### src/rtl/rttp_pkg.sv
// ----------------------------------------------------------------------------
// rttp_pkg
// shared types, result codes and note tables for the ringtone text parser
// ----------------------------------------------------------------------------
package rttp_pkg;

    localparam logic [1:0] K_TONE = 2'd0;
    localparam logic [1:0] K_REST = 2'd1;
    localparam logic [1:0] K_END  = 2'd2;
    localparam logic [1:0] K_ERR  = 2'd3;

    localparam logic [4:0] REST_MARK = 5'd31;

    typedef struct packed {
        logic [7:0] text_byte;
        logic       song_start;
    } t_in;

    typedef struct packed {
        logic [1:0]  kind;
        logic        last;
        logic [3:0]  semitone;
        logic [3:0]  octave;
        logic [12:0] tone_hz;
        logic [18:0] on_ms;
        logic [19:0] off_ms;
        logic [7:0]  led_pattern;
        logic [10:0] servo_pulse_us;
    } t_out;

    // one note job from the parser to the timing unit
    typedef struct packed {
        logic [1:0]  kind;
        logic        last;
        logic [3:0]  semitone;
        logic [3:0]  octave;
        logic [6:0]  length;
        logic [15:0] tempo;
    } t_job;

    // 32 / v for the length settings, 0 above 32
    function automatic logic [5:0] div32(input logic [15:0] v);
        logic [5:0] r;
        priority if (v > 16'd32) r = 6'd0;
        else if (v > 16'd16)     r = 6'd1;
        else if (v > 16'd10)     r = 6'd2;
        else if (v > 16'd8)      r = 6'd3;
        else if (v > 16'd6)      r = 6'd4;
        else if (v == 16'd6)     r = 6'd5;
        else if (v == 16'd5)     r = 6'd6;
        else if (v == 16'd4)     r = 6'd8;
        else if (v == 16'd3)     r = 6'd10;
        else if (v == 16'd2)     r = 6'd16;
        else if (v == 16'd1)     r = 6'd32;
        else                     r = 6'd0;
        return r;
    endfunction

    function automatic logic [12:0] tone_of(input logic [3:0] s);
        logic [12:0] r;
        unique case (s)
            4'd1:    r = 13'd4434;
            4'd2:    r = 13'd4698;
            4'd3:    r = 13'd4978;
            4'd4:    r = 13'd5274;
            4'd5:    r = 13'd5587;
            4'd6:    r = 13'd5919;
            4'd7:    r = 13'd6271;
            4'd8:    r = 13'd6644;
            4'd9:    r = 13'd7040;
            4'd10:   r = 13'd7458;
            4'd11:   r = 13'd7902;
            default: r = 13'd4186;
        endcase
        return r;
    endfunction

    function automatic logic [7:0] led_of(input logic [3:0] s);
        logic [7:0] r;
        unique case (s)
            4'd0:    r = 8'd4;
            4'd1:    r = 8'd16;
            4'd2:    r = 8'd64;
            4'd3:    r = 8'd84;
            4'd4:    r = 8'd3;
            4'd5:    r = 8'd40;
            4'd6:    r = 8'd43;
            4'd7:    r = 8'd68;
            4'd8:    r = 8'd19;
            4'd9:    r = 8'd87;
            4'd10:   r = 8'd124;
            4'd11:   r = 8'd255;
            default: r = 8'd0;
        endcase
        return r;
    endfunction

endpackage

### src/rtl/rttp_front.sv
// ----------------------------------------------------------------------------
// rttp_front
// byte parser, name/setting/note tokens: if queue not full, one byte per cycle
// ----------------------------------------------------------------------------
module rttp_front import rttp_pkg::*; (
    input  logic i_clk,
    input  logic i_rst_n,
    input  logic i_valid,
    output logic o_ready,
    input  t_in  i_data,
    input  logic i_q_full,
    output logic o_push,
    output t_job o_job
);

    localparam logic [2:0] PH_NAME  = 3'd0;
    localparam logic [2:0] PH_SET   = 3'd1;
    localparam logic [2:0] PH_EQ    = 3'd2;
    localparam logic [2:0] PH_VAL   = 3'd3;
    localparam logic [2:0] PH_AFTER = 3'd4;
    localparam logic [2:0] PH_NOTES = 3'd5;
    localparam logic [2:0] PH_IDLE  = 3'd6;

    localparam logic [7:0] CH_SPACE = 8'h20;
    localparam logic [7:0] CH_COLON = 8'h3A;
    localparam logic [7:0] CH_COMMA = 8'h2C;
    localparam logic [7:0] CH_EQ    = 8'h3D;
    localparam logic [7:0] CH_SHARP = 8'h23;
    localparam logic [7:0] CH_DOT   = 8'h2E;
    localparam logic [7:0] CH_ZERO  = 8'h30;
    localparam logic [7:0] CH_NINE  = 8'h39;
    localparam logic [7:0] CH_LB    = 8'h62;
    localparam logic [7:0] CH_LC    = 8'h63;
    localparam logic [7:0] CH_LD    = 8'h64;
    localparam logic [7:0] CH_LE    = 8'h65;
    localparam logic [7:0] CH_LF    = 8'h66;
    localparam logic [7:0] CH_LG    = 8'h67;
    localparam logic [7:0] CH_LA    = 8'h61;
    localparam logic [7:0] CH_LH    = 8'h68;
    localparam logic [7:0] CH_LO    = 8'h6F;

    logic [2:0]  r_ph, n_ph;
    logic [2:0]  r_sub, n_sub;
    logic [5:0]  r_dl, n_dl;
    logic [3:0]  r_doct, n_doct;
    logic [15:0] r_tp, n_tp;
    logic [15:0] r_acc, n_acc;
    logic [7:0]  r_sl, n_sl;
    logic [4:0]  r_ps, n_ps;
    logic [3:0]  r_po, n_po;
    logic [6:0]  r_pl, n_pl;

    logic       emit;
    t_job       job;
    logic       take;

    assign o_ready = !i_q_full;
    assign take    = i_valid && o_ready;
    assign o_push  = take && emit;
    assign o_job   = job;

    always_comb begin
        logic [7:0]  b;
        logic        dig;
        logic [3:0]  dv;
        logic [19:0] acc10;
        logic        do_start;
        logic        do_letter;
        logic        do_set;
        logic        do_note;
        logic        note_last;
        logic [7:0]  lc;
        logic [7:0]  dot_len;

        b         = i_data.text_byte;
        dig       = (b >= CH_ZERO) && (b <= CH_NINE);
        dv        = 4'(b - CH_ZERO);
        acc10     = 20'd0;
        do_start  = 1'b0;
        do_letter = 1'b0;
        do_set    = 1'b0;
        do_note   = 1'b0;
        note_last = 1'b0;
        lc        = b | 8'h20;
        dot_len   = 8'd0;
        emit      = 1'b0;
        job       = '0;

        if (i_data.song_start) begin
            n_ph = PH_NAME; n_sub = 3'd0; n_dl = 6'd8; n_doct = 4'd6; n_tp = 16'd63;
            n_acc = 16'd0; n_sl = 8'd0; n_ps = REST_MARK; n_po = 4'd6; n_pl = 7'd8;
        end else begin
            n_ph = r_ph; n_sub = r_sub; n_dl = r_dl; n_doct = r_doct; n_tp = r_tp;
            n_acc = r_acc; n_sl = r_sl; n_ps = r_ps; n_po = r_po; n_pl = r_pl;
        end

        if (n_ph >= PH_IDLE) begin
            n_ph = PH_IDLE;
        end else if (n_ph == PH_EQ) begin
            if (b == CH_EQ) begin
                n_acc = 16'd0;
                n_ph  = PH_VAL;
            end else begin
                emit     = 1'b1;
                job.kind = K_ERR;
                job.last = 1'b1;
                n_ph     = PH_IDLE;
            end
        end else if (b == 8'd0) begin
            if (n_ph == PH_NOTES && n_sub >= 3'd2) begin
                do_note   = 1'b1;
                note_last = 1'b1;
            end else begin
                emit     = 1'b1;
                job.kind = K_END;
                job.last = 1'b1;
            end
            n_ph = PH_IDLE;
        end else begin
            unique case (n_ph)
                PH_NAME: begin
                    if (b == CH_COLON) n_ph = PH_SET;
                end
                PH_SET: begin
                    do_set = 1'b1;
                end
                PH_VAL: begin
                    if (dig) begin
                        acc10 = 20'(n_acc) * 20'd10 + 20'(dv);
                        n_acc = (acc10 > 20'd65535) ? 16'hFFFF : acc10[15:0];
                    end else begin
                        if (n_sl == CH_LD) begin
                            if (n_acc != 16'd0) n_dl = div32(n_acc);
                        end else if (n_sl == CH_LO) begin
                            n_doct = (n_acc > 16'd9) ? 4'd9 : n_acc[3:0];
                        end else if (n_sl == CH_LB) begin
                            n_tp = (n_acc != 16'd0) ? n_acc : 16'd1;
                        end
                        n_ph = PH_AFTER;
                        if (b == CH_COMMA) n_ph = PH_SET;
                        else if (b != CH_SPACE) do_set = 1'b1;
                    end
                end
                PH_AFTER: begin
                    if (b == CH_COMMA) n_ph = PH_SET;
                    else if (b != CH_SPACE) do_set = 1'b1;
                end
                default: begin
                    priority if (n_sub == 3'd0) begin
                        do_start = 1'b1;
                    end else if (n_sub == 3'd1) begin
                        if (dig) begin
                            acc10 = 20'(n_acc) * 20'd10 + 20'(dv);
                            n_acc = (acc10 > 20'd65535) ? 16'hFFFF : acc10[15:0];
                        end else begin
                            if (n_acc != 16'd0) n_pl = 7'(div32(n_acc));
                            do_letter = 1'b1;
                        end
                    end else if (b == CH_SHARP && n_sub == 3'd2) begin
                        if (n_ps <= 5'd12) n_ps = n_ps + 5'd1;
                        n_sub = 3'd3;
                    end else if (b == CH_LB && (n_sub == 3'd2 || n_sub == 3'd3)) begin
                        if (n_ps == 5'd0) n_ps = REST_MARK;
                        else if (n_ps <= 5'd12) n_ps = n_ps - 5'd1;
                        n_sub = 3'd4;
                    end else if (b == CH_DOT && n_sub >= 3'd2 && n_sub <= 3'd4) begin
                        dot_len = 8'(n_pl) + 8'(n_pl >> 1);
                        n_pl    = dot_len[6:0];
                        n_sub   = 3'd5;
                    end else if (dig && n_sub >= 3'd2 && n_sub <= 3'd5) begin
                        n_po  = dv;
                        n_sub = 3'd6;
                    end else if (b == CH_DOT && (n_sub == 3'd5 || n_sub == 3'd6)) begin
                        dot_len = 8'(n_pl) + 8'(n_pl >> 1);
                        n_pl    = dot_len[6:0];
                        n_sub   = 3'd7;
                    end else if (b == CH_SPACE) begin
                        n_sub = 3'd7;
                    end else begin
                        do_note = 1'b1;
                        if (b == CH_COMMA) n_sub = 3'd0;
                        else do_start = 1'b1;
                    end
                end
            endcase
        end

        // note leaves with the pending values before a new token starts
        if (do_note) begin
            emit         = 1'b1;
            job.last     = note_last;
            job.length   = n_pl;
            job.tempo    = n_tp;
            if (n_ps > 5'd12) begin
                job.kind = K_REST;
            end else begin
                job.kind     = K_TONE;
                job.semitone = n_ps[3:0];
                job.octave   = n_po;
            end
        end

        if (do_set) begin
            if (b == CH_SPACE) begin
                n_ph = PH_SET;
            end else if (b == CH_COLON) begin
                n_ph  = PH_NOTES;
                n_sub = 3'd0;
            end else begin
                n_sl = b;
                n_ph = PH_EQ;
            end
        end

        if (do_start) begin
            n_sub = 3'd0;
            if (b != CH_SPACE) begin
                n_pl  = 7'(n_dl);
                n_po  = n_doct;
                n_ps  = REST_MARK;
                n_acc = 16'd0;
                if (dig) begin
                    n_acc = 16'(dv);
                    n_sub = 3'd1;
                end else begin
                    do_letter = 1'b1;
                end
            end
        end

        if (do_letter) begin
            unique case (lc)
                CH_LC:        n_ps = 5'd0;
                CH_LD:        n_ps = 5'd2;
                CH_LE:        n_ps = 5'd4;
                CH_LF:        n_ps = 5'd5;
                CH_LG:        n_ps = 5'd7;
                CH_LA:        n_ps = 5'd9;
                CH_LH, CH_LB: n_ps = 5'd11;
                default:      n_ps = REST_MARK;
            endcase
            n_sub = 3'd2;
        end
    end

    always_ff @(posedge i_clk) begin
        if (!i_rst_n) begin
            r_ph   <= PH_NAME;
            r_sub  <= 3'd0;
            r_dl   <= 6'd8;
            r_doct <= 4'd6;
            r_tp   <= 16'd63;
            r_acc  <= 16'd0;
            r_sl   <= 8'd0;
            r_ps   <= REST_MARK;
            r_po   <= 4'd6;
            r_pl   <= 7'd8;
        end else if (take) begin
            r_ph   <= n_ph;
            r_sub  <= n_sub;
            r_dl   <= n_dl;
            r_doct <= n_doct;
            r_tp   <= n_tp;
            r_acc  <= n_acc;
            r_sl   <= n_sl;
            r_ps   <= n_ps;
            r_po   <= n_po;
            r_pl   <= n_pl;
        end
    end

endmodule

### src/rtl/rttp_queue.sv
// ----------------------------------------------------------------------------
// rttp_queue
// two-entry job queue between parser and timing unit
// ----------------------------------------------------------------------------
module rttp_queue import rttp_pkg::*; (
    input  logic i_clk,
    input  logic i_rst_n,
    input  logic i_push,
    input  t_job i_job,
    output logic o_full,
    output logic o_valid,
    input  logic i_pop,
    output t_job o_job
);

    t_job       r_mem [2];
    logic       r_wp;
    logic       r_rp;
    logic [1:0] r_cnt;

    assign o_full  = (r_cnt == 2'd2);
    assign o_valid = (r_cnt != 2'd0);
    assign o_job   = r_mem[r_rp];

    always_ff @(posedge i_clk) begin
        if (!i_rst_n) begin
            r_wp  <= 1'b0;
            r_rp  <= 1'b0;
            r_cnt <= 2'd0;
        end else begin
            if (i_push) r_wp <= !r_wp;
            if (i_pop)  r_rp <= !r_rp;
            r_cnt <= r_cnt + 2'(i_push) - 2'(i_pop);
        end
    end

    always_ff @(posedge i_clk) begin
        if (i_push) r_mem[r_wp] <= i_job;
    end

    a_no_overflow: assert property (@(posedge i_clk) disable iff (!i_rst_n)
        o_full |-> !i_push)
        else $error("job queue overflow");

    a_no_underflow: assert property (@(posedge i_clk) disable iff (!i_rst_n)
        !o_valid |-> !i_pop)
        else $error("job queue underflow");

    a_count_range: assert property (@(posedge i_clk) disable iff (!i_rst_n)
        r_cnt != 2'd3)
        else $error("job queue count out of range");

endmodule

### src/rtl/rttp_back.sv
// ----------------------------------------------------------------------------
// rttp_back
// note timing: bit-serial length / tempo divider and result formatting
// ----------------------------------------------------------------------------
module rttp_back import rttp_pkg::*; (
    input  logic i_clk,
    input  logic i_rst_n,
    input  logic i_q_valid,
    input  t_job i_job,
    output logic o_pop,
    output logic o_valid,
    input  logic i_ready,
    output t_out o_data
);

    localparam logic [1:0] S_IDLE = 2'd0;
    localparam logic [1:0] S_DIV  = 2'd1;
    localparam logic [1:0] S_FIN  = 2'd2;

    localparam int NUM_W = 23;

    logic [1:0]       r_state;
    t_job             r_job;
    logic [NUM_W-1:0] r_quo;
    logic [19:0]      r_rem;
    logic [18:0]      r_den;
    logic [4:0]       r_cnt;
    logic             r_valid;
    t_out             r_out;

    logic [19:0] trial;
    logic        fit;
    logic        load_out;
    t_out        res;

    assign o_pop    = (r_state == S_IDLE) && i_q_valid;
    assign load_out = (r_state == S_FIN) && (!r_valid || i_ready);
    assign trial    = {r_rem[18:0], r_quo[NUM_W-1]};
    assign fit      = trial >= {1'b0, r_den};
    assign o_valid  = r_valid;
    assign o_data   = r_out;

    always_comb begin
        logic [19:0] ms;
        logic        carry;
        logic [4:0]  up;
        logic [3:0]  sh;
        logic [22:0] ms7;

        ms    = r_quo[19:0];
        carry = (r_job.semitone == 4'd12);
        up    = 5'(r_job.octave) + 5'd1 + 5'(carry);
        sh    = (up >= 5'd9) ? 4'd0 : 4'(5'd9 - up);
        ms7   = 23'(ms) * 23'd7;
        res   = '0;
        res.kind = r_job.kind;
        res.last = r_job.last;
        if (r_job.kind == K_TONE) begin
            res.semitone       = r_job.semitone;
            res.octave         = r_job.octave;
            res.tone_hz        = tone_of(carry ? 4'd0 : r_job.semitone) >> sh;
            res.on_ms          = ms7[21:3];
            res.off_ms         = {3'd0, ms[19:3]};
            res.led_pattern    = led_of(r_job.semitone);
            res.servo_pulse_us = 11'd1030 + 11'(r_job.semitone) * 11'd30;
        end else if (r_job.kind == K_REST) begin
            res.off_ms = ms;
        end
    end

    always_ff @(posedge i_clk) begin
        if (!i_rst_n) begin
            r_state <= S_IDLE;
            r_valid <= 1'b0;
        end else begin
            if (load_out) r_valid <= 1'b1;
            else if (i_ready) r_valid <= 1'b0;
            unique case (r_state)
                S_IDLE: begin
                    if (i_q_valid) begin
                        r_state <= (i_job.kind == K_TONE || i_job.kind == K_REST)
                                   ? S_DIV : S_FIN;
                    end
                end
                S_DIV: begin
                    if (r_cnt == 5'd1) r_state <= S_FIN;
                end
                S_FIN: begin
                    if (load_out) r_state <= S_IDLE;
                end
                default: r_state <= S_IDLE;
            endcase
        end
    end

    always_ff @(posedge i_clk) begin
        if (o_pop) begin
            r_job <= i_job;
            r_quo <= 23'(i_job.length) * 23'd60000;
            r_den <= {((i_job.tempo != 16'd0) ? i_job.tempo : 16'd1), 3'b000};
            r_rem <= 20'd0;
            r_cnt <= 5'(NUM_W);
        end else if (r_state == S_DIV) begin
            r_rem <= fit ? trial - {1'b0, r_den} : trial;
            r_quo <= {r_quo[NUM_W-2:0], fit};
            r_cnt <= r_cnt - 5'd1;
        end
        if (load_out) r_out <= res;
    end

    a_end_is_last: assert property (@(posedge i_clk) disable iff (!i_rst_n)
        r_valid && (r_out.kind == K_END || r_out.kind == K_ERR) |-> r_out.last)
        else $error("end or error result without last");

    a_rest_silent: assert property (@(posedge i_clk) disable iff (!i_rst_n)
        r_valid && r_out.kind == K_REST |-> r_out.tone_hz == 13'd0 && r_out.on_ms == 19'd0)
        else $error("rest result carries a tone");

    a_rem_bound: assert property (@(posedge i_clk) disable iff (!i_rst_n)
        r_state == S_DIV |-> r_rem < {1'b0, r_den})
        else $error("divider remainder out of range");

endmodule

### src/rtl/ringtone_text_note_parser.sv
// ----------------------------------------------------------------------------
// ringtone_text_note_parser
// ringtone text to note results: parser, job queue and note timing unit
// ----------------------------------------------------------------------------
// Text bytes are taken at one per cycle whenever the two-entry job queue has
// room. A tone or rest result passes through the queue and the bit-serial
// divider (23 steps) that turns length and tempo into milliseconds before
// it reaches the output register; end-of-song and error results skip the
// divider. Results wait in an output register, so parsing continues
// while the consumer stalls until the queue fills.
module ringtone_text_note_parser import rttp_pkg::*; (
    input  logic i_clk,
    input  logic i_rst_n,
    input  logic i_in_valid,
    output logic o_in_ready,
    input  t_in  i_in_data,
    output logic o_out_valid,
    input  logic i_out_ready,
    output t_out o_out_data
);

    logic q_full;
    logic q_push;
    t_job q_in;
    logic q_valid;
    logic q_pop;
    t_job q_out;

    rttp_front u_front (
        .i_clk    (i_clk),
        .i_rst_n  (i_rst_n),
        .i_valid  (i_in_valid),
        .o_ready  (o_in_ready),
        .i_data   (i_in_data),
        .i_q_full (q_full),
        .o_push   (q_push),
        .o_job    (q_in)
    );

    rttp_queue u_queue (
        .i_clk   (i_clk),
        .i_rst_n (i_rst_n),
        .i_push  (q_push),
        .i_job   (q_in),
        .o_full  (q_full),
        .o_valid (q_valid),
        .i_pop   (q_pop),
        .o_job   (q_out)
    );

    rttp_back u_back (
        .i_clk     (i_clk),
        .i_rst_n   (i_rst_n),
        .i_q_valid (q_valid),
        .i_job     (q_out),
        .o_pop     (q_pop),
        .o_valid   (o_out_valid),
        .i_ready   (i_out_ready),
        .o_data    (o_out_data)
    );

endmodule
### config.mk
export PLATFORM = sky130hd
export DESIGN_NAME = ringtone_text_note_parser
export DESIGN_NICKNAME = d
export VERILOG_FILES = /design/src/rtl/rttp_pkg.sv /design/src/rtl/rttp_front.sv /design/src/rtl/rttp_queue.sv /design/src/rtl/rttp_back.sv /design/src/rtl/ringtone_text_note_parser.sv
export SDC_FILE = /design/constraint.sdc
export NUM_CORES = 1
export LEC_CHECK = 0
export ABC_AREA = 1
export BUFFER_PORTS_ARGS = -buffer_cell sky130_fd_sc_hd__buf_2
export CORE_MARGIN = 10
export CORE_UTILIZATION = 60
export CTS_BUF_LIST = sky130_fd_sc_hd__clkbuf_16
export CTS_CLUSTER_SIZE = 14
export DETAILED_ROUTE_END_ITERATION = 10
export PLACE_DENSITY = 0.78
export SLEW_MARGIN = 10
export SYNTH_ARGS = -nofsm -noshare
export SYNTH_HDL_FRONTEND = slang
export SYNTH_HIERARCHICAL = 1
export SYNTH_SLANG_ARGS = --single-unit
### constraint.sdc
create_clock -name i_clk -period 9 [get_ports i_clk]
set_clock_uncertainty 0.15 [all_clocks]
set_input_delay 1.8 -clock i_clk [delete_from_list [all_inputs] [get_ports i_clk]]
set_output_delay 1.8 -clock i_clk [all_outputs]
set_load 0.02 [all_outputs]
==> results of run 1 <==
## final cells by class
class | count | area [µm²] | area share [%]
Inverter | 460 | 1730 | 7.06
Tap cell | 511 | 639 | 2.62
Multi-Input combinational cell | 2183 | 12500 | 51.0
Clock buffer | 37 | 926 | 3.79
Timing Repair Buffer | 112 | 603 | 2.47
Clock inverter | 25 | 143 | 0.584
Sequential cell | 301 | 7950 | 32.5
## per-layer routing
layer  global-route usage (%)  part of all wire (%)  up-vias  wire, µm
met1                     32.3                    40     9659     25100
met2                     44.2                    47      945     29300
met4                     12.8                   4.6        0      2900
met5                        0                     0        -         0
met3                     4.15                   8.0      186      4980
li1                         -                     -    10176         -
## state kept, by name (all words and copies together) (netlist names), 2 cells and up, named ones only
| signal | count |
|---|---|
| u_back/o_data | 79 |
| u_queue/r_mem | 68 |
| u_back/r_quo | 23 |
| u_back/r_rem | 19 |
| u_back/r_den | 16 |
| u_front/r_acc | 16 |
| u_front/r_tp | 16 |
| u_back/r_job | 11 |
| u_front/r_sl | 8 |
| u_front/r_pl | 7 |
| u_front/r_dl | 6 |
| u_back/r_cnt | 5 |
| u_front/r_ps | 5 |
| u_front/r_doct | 4 |
| u_front/r_po | 4 |
| u_front/r_ph | 3 |
| u_front/r_sub | 3 |
| u_back/r_state | 2 |
| u_queue/r_cnt | 2 |
## kinds of logic (layout without fill, tap and decap cells)
family / after synthesis / count (layout) / share of synthesized area [%]
other cells: 1 / 1 / 0.0165
mux: 35 / 35 / 2.23
fa+ha+maj: 179 / 179 / 11.4
xor+xnor: 28 / 28 / 1.12
simple gates: 1434 / 1434 / 27.4
compound gates: 506 / 506 / 12.7
buf+inv: 563 / 634 / 10.0
flops: 301 / 301 / 35.1
## worst reg2reg max path, delay by kind of cell, from the launching register on
kind | cells | cell delay, ns
and+or+nand+nor | 7 | 0.71
buffers and inverters | 3 | 0.59
muxes | 1 | 0.45
DFF | 1 | 0.32
adders and majority gates | 5 | 1.90
AOI/OAI and AO/OA | 2 | 0.56
## power groups by stage
stage,Sequential [mW],Clock [mW],Combinational (mW)
floorplan,2.24,0,3.37
global placement,2.16,0,4.39
finish,2.15,1.32,4.57
detailed placement,2.17,0,4.48
CTS,2.15,1.35,4.53
global route,2.19,1.40,5.18
## layout by cell type, fill, tap and decap left out, types with 6 or more instances in the layout
cell type,netlist,final
dfxtp_1,109,108
nor2_1,300,298
a22oi_1,6,6
edfxtp_1,192,192
nor3_1,29,28
nand3_2,12,12
a21o_1,6,6
or2_2,6,6
a21oi_1,191,191
o22ai_1,33,33
buf_2,15,95
xnor2_1,7,7
a211oi_1,10,10
a31oi_1,16,16
nand3_1,240,240
nor2_2,23,24
o21ai_1,18,18
xor2_1,20,20
clkbuf_16,0,37
fa_1,45,45
nand4_1,35,35
mux2_4,30,30
buf_4,9,17
inv_2,21,25
nand2_2,19,20
clkinv_1,6,10
inv_1,433,439
o21ai_0,155,155
o211ai_1,32,32
ha_1,134,134
nor2_4,10,11
nor4_1,9,9
nand2_1,727,726
## through the flow
stage               utilization [%]  worst slack [ns]  hold slack [ns]
floorplan                         -              1.03            0.250
global placement               62.4              2.47            0.261
detailed placement             62.4              2.42            0.262
CTS                            65.2              2.99            0.265
global route                   65.2              2.48            0.289
finish                         65.2              2.91            0.270
## worst max-delay path by stage
stage | from | endpoint | slack, ns | cells after the start
global placement | i_in_data[2] | u_queue/r_mem[1][22] | 2.47 | 18
detailed placement | i_in_data[2] | u_queue/r_mem[1][21] | 2.42 | 18
floorplan | i_out_ready | u_back/o_data[10] | 1.03 | 2
CTS | i_in_data[2] | u_queue/r_mem[1][5] | 2.99 | 18
finish | i_in_data[2] | u_queue/r_mem[1][4] | 2.91 | 18
global route | i_in_data[2] | u_queue/r_mem[1][5] | 2.48 | 18
==> summary.md, run 1 <==
| Metric | Value |
|---|---|
| Clock Sinks | around 300 |
| Post-CTS setup buffers | 0 |
| Clock network power share | 16.5% |
| Crit path buf inv count | 6 |
| First-pass GRT wire length | 101,000 µm |
| Synth area leaders | edfxtp_1, nand2_1, dfxtp_1, ha_1, inv_1 |
| Max Cap Viol | 0 |
| Max incr delay on CP | 0.59 ns |
| DR vias | 20,966 |
| Post-DRT Antenna Nets | 0 |
| CP cell instances | buf_2 -> inv_1 -> nand2_1 -> o21ai_1 -> o21ai_0 -> nand2_1 -> nand2_2 -> inv_2 -> nand3_1 -> nand4_1 -> nor2_1 -> a21oi_1 -> nor3_2 -> inv_1 -> a21oi_1 -> nand2_1 -> inv_1 -> buf_4 |
| Total Power | 8.04 mW |
| Area delta synth->final | 7.86% |
| Number of synthesis warnings | 6 |
| Post-Layout Cell Count | 3,629 |
| CP max FO | 33 |
| Async SR Flop Fraction | 0% |
| Vias in the first global route | approximately 20,000 |
| Synth area leader | edfxtp_1 |
| Area share of the largest cell type after synthesis | 25.4% |
| Hold Vio Cnt, Final | 0 |
| Crit path max-delay family | buffers and inverters |
| Depth of the worst hold-timing path | 0 |
| Worst Hold Class | register to register |
| Sequential share of the synthesized area | 35.1% |
| Dominant synthesized flop cell | edfxtp_1 |
| Switching pwr | 3.88 mW |
| Worst path required time | around 9 ns |
| FF-to-FF End | u_back/r_quo[22] |
| VDD IR max | 0.000177 V |
| Ant. Diodes | 0 |
| CP endpoint kind | register |
| Comb power frac | 56.8% |
| Initial antenna violation count | 0 |
| Mapped Area | 22,700 µm² |
| Pwr dens | 329 nW/µm² |
| Number of gates resized after CTS | 0 |
| Outcome | complete, no violations |
| Worst-path clk slew | about 0.060 ns |
| Initial detailed-routing violation count | 1,878 |
| Crit Path Category | primary input to register |
| Part of the power in registers | 26.7% |
| Worst-case clock buffer depth | 3 |
| DR WL/cell | 17.2 µm |
| Dpl cell area | 23,400 µm² |
| Core ar. | between 30,000 and 40,000 µm² |
| Vias/cell | between 5 and 6 |
| Post-Syn Nets | 3,239 |
| Die Span Y | 214 µm |
| Reg2reg setup slack | about 4 ns |
| Hold Startpoint | u_back/r_job[31] |
| Clock root buffer | clkbuf_16 |
| Worst skew pair latency | 0.55 ns |
| Final setup fails | 0 |
| Setup TNS | 0 ns |
| Worst Tran Pin Value | 0.963 ns |
| Ratio of cells with drive above 1 in the final layout | 9.94% |
| Startpoint Class | primary input |
| Num rows | 71 |
| Pin count of the biggest net entering global routing | 79 |
| Total Wirelength | 62,300 µm |
| # DRC | 0 |
| Final Instance Area | 24,400 µm² |
| CP max-delay cell | nand2_2 |
| Tmin final | 6.09 ns |
| Htree depth | 2 |
| Final nets | 3,284 |
| Initial Util | 60.5% |
| CTS tree | done |
| Seq cells post-synth | 301 |
| Count leader, synth | nand2_1 |
| Dpl cells | 3,567 |
| Int Pwr | approximately 4.2 mW |
| Fmax | 164 MHz |
| Gr usage total | 26.2% |
| Overflow after GRT | 0 |
| Synth Area per Inst | 7.44 µm² |
| RePlAce Congestion | 0.960 |
| Top cell types by occurrence after synthesis | nand2_1, inv_1, nor2_1 |
| Die Footprint | ~46,000 µm² |
| Detailed Routing Iterations Pass 1 | 6 |
| Unrepaired setup endpoints after global routing | false |
| Crit share post-route | 67.6% |
| Post-DP HPWL | 46,500 µm |
| Worst Hold Endpoint | u_back/o_data[79] |
| Worst r2r path cells | 18 |
| Sw frac | roughly half |
| Data arrival, critical path | 6.14 ns |
| Slew Viols, Final | 0 |
| IO Count | between 90 and 100 |
| Filler cell count | between 3,000 and 4,000 |
| Synthesized netlist cell count | 3,047 |
| Inserted Clock Buffers | 34 |
| Die X-Extent | 214 µm |
| Synth unique cells | 71 |
| EDFF count, synth | 192 |
| IO buf count | 95 |
| Pleak | 11.4 nW |
| Slew margin rel. | 35.8% |
| Hold Buf Count CTS | 0 |
(Power assumes the default switching activity.)
==> run 2, diff against run 1 <==
--- a/config.mk
+++ b/config.mk
@@ -8,7 +8,7 @@
 export ABC_AREA = 1
 export BUFFER_PORTS_ARGS = -buffer_cell sky130_fd_sc_hd__buf_2
 export CORE_MARGIN = 10
-export CORE_UTILIZATION = 60
+export CORE_UTILIZATION = 57
 export CTS_BUF_LIST = sky130_fd_sc_hd__clkbuf_16
 export CTS_CLUSTER_SIZE = 14
 export DETAILED_ROUTE_END_ITERATION = 10
==> constraint.sdc (replaced) <==
create_clock -name i_clk -period 5.1 [get_ports i_clk]
set_clock_uncertainty 0.15 [all_clocks]
set_input_delay 1.02 -clock i_clk [delete_from_list [all_inputs] [get_ports i_clk]]
set_output_delay 1.02 -clock i_clk [all_outputs]
set_load 0.02 [all_outputs]
==> run 2 against run 1 <==
  * Combinational power rose by 79%
  * Flip-flop and latch count did not move
  * Highest routed layer is now met5
  * Worst hold slack improved by 0.045 ns
  * Critical path depth fell by 1
==> summary.md, run 2 (synthesis results as in run 1) <==
| Metric | Value |
|---|---|
| Outcome | complete, no violations |
| Clock Sinks | 301 |
| DR vias | 21,132 |
| Post-DP HPWL | 47,400 µm |
| Clock root buffer | clkbuf_16 |
| Startpoint Class | register |
| Initial antenna violation count | 1 |
| Num rows | 72 |
| Post-CTS setup buffers | 0 |
| Sw frac | a little under half |
| RePlAce Congestion | 0.945 |
| Worst Hold Endpoint | u_front/r_sl[1] |
| Max reg flops | 79 |
| Hold Vio Cnt, Final | 0 |
| Initial detailed-routing violation count | about 2,000 |
| Setup slack after layout | 0.518 ns |
| Pleak | 11.6 nW |
| Hold Startpoint | u_front/r_sl[1] |
| Die Span Y | about 220 µm |
| First-pass GRT wire length | 102,000 µm |
| Initial Util | 58.1% |
| Slew Viols, Final | 0 |
| Int Pwr | 7.57 mW |
| IO buf count | 95 |
| Number of gates resized after CTS | 0 |
| Pwr dens | 585 nW/µm² |
| Hold WS | 0.315 ns |
| Final core utilization | 63.7% |
| Switching pwr | ~7 mW |
| Worst skew pair latency | about 0.56 ns |
| Worst Hold Class | register to register |
| Sequential Area | between 7000 and 8000 µm² |
| Part of the power in registers | 26.2% |
| Pre-CTS setup slack | 0.139 ns |
| Clock network power share | 17.7% |
| Die Footprint | ~48,000 µm² |
| Post-DRT Antenna Nets | 0 |
| Final Instance Area | roughly 25,000 µm² |
| CTS tree | done |
| Reg2reg setup slack | just over 0.5 ns |
| Total Wirelength | approximately 64,000 µm |
| # DRC | 0 |
| Max Cap Viol | 0 |
| Filler cell count | roughly 3,400 |
| Post-Layout Cell Count | approximately 3,700 |
| CP max FO | 8 |
| Inserted Clock Buffers | 35 |
| Final nets | 3,320 |
| CP endpoint kind | register |
| Total Power | ~15 mW |
| Dpl cells | between 3,000 and 4,000 |
| Vias/cell | approximately 5.8 |
| Worst-case clock buffer depth | 3 |
| Hold Buf Count CTS | 0 |
| Htree depth | 2 |
| Ratio of cells with drive above 1 in the final layout | 11.1% |
| Comb power frac | 56.1% |
| FF-to-FF End | u_back/r_quo[22] |
| Final setup fails | 0 |
| Area delta synth->final | 9.67% |
| Worst Tran Pin Value | ~0.95 ns |
| Overflow after GRT | 0 |
| Dpl cell area | about 24,000 µm² |
| Detailed Routing Iterations Pass 1 | 8 |
| Die X-Extent | 219 µm |
| Unrepaired setup endpoints after global routing | false |
| Gr usage total | 25.8% |
| Data arrival, critical path | 4.72 ns |
| Commonest non-fill, non-tap cell in the layout | nand2_1 |
| Crit Path Category | register to register |
| Most frequent cells in the layout | nand2_1, inv_1, nor2_1 |
| DR WL/cell | around 17 µm |
| Vias in the first global route | 19,882 |
| Pin count of the biggest net entering global routing | 79 |
| Area of the multi-input gates | 12,500 µm² |
| Worst-path clk slew | 0.06 ns |
| Worst r2r path cells | 17 |
| Slew margin rel. | a little under two fifths |
| Core ar. | 39,000 µm² |
| Worst path required time | ~5.2 ns |
| IO Count | 97 |
| Setup TNS | 0 ns |
| Crit share post-route | 89.8% |
| VDD IR max | 0.000320 V |
| Fmax | 218 MHz |
| Depth of the worst hold-timing path | 2 |
| Tmin final | 4.58 ns |
-- run 2: layout make-up --
class / instances / area share [%]
Multi-Input combinational cell: 2183 / 50.1
Clock inverter: 28 / 1.10
Clock buffer: 36 / 3.62
Sequential cell: 301 / 32.0
Antenna cell: 1 / 0.0101
Timing Repair Buffer: 147 / 3.58
Tap cell: 518 / 2.61
Inverter: 460 / 6.95
-- run 2: power groups by stage --
stage	Combinational [mW]	Sequential, mW	Clock (mW)
5_1_grt	9.20	3.87	2.70
6_report	8.16	3.80	2.57
3_3_place_gp	7.84	3.83	0
2_1_floorplan	5.95	3.94	0
4_1_cts	8.07	3.80	2.61
3_5_place_dp	7.98	3.84	0
-- run 2: layer usage --
metal	vias up	routed length, µm	track usage, %	part of all wire (%)
met5	-	20	0	0.031
met4	2	2310	9.95	3.6
met3	176	5020	4.02	7.9
met2	943	30200	44.0	48
met1	9770	26000	32.3	41
li1	10241	-	-	-
-- run 2: worst max-delay path by stage --
stage | start | endpoint | slack, ns | cells after the start
finish | register | u_back/r_quo[22] | 0.52 | 17
global route | i_in_data[0] | u_front/r_acc[15] | 0.22 | 29
CTS | register | u_back/r_quo[22] | 0.55 | 17
detailed placement | i_in_data[0] | u_front/r_acc[4] | 0.14 | 29
global placement | i_in_data[0] | u_front/r_acc[10] | 0.07 | 29
floorplan | i_in_data[2] | u_queue/r_mem[0][0] | 0.26 | 17
-- run 2: worst max-delay path, cell delays in order, from the launching register on --
cell     delay, ns
dfxtp_2       0.47
mux2_4        0.39
inv_1         0.08
ha_1          0.26
fa_1          0.51
inv_1         0.04
ha_1          0.30
fa_1          0.46
ha_1          0.37
nand4_1       0.15
o21ai_1       0.26
nand2_1       0.11
o21ai_1       0.33
nand2_1       0.12
nand2_1       0.08
nand2_1       0.05
nand3_1       0.10
nand2_1       0.09
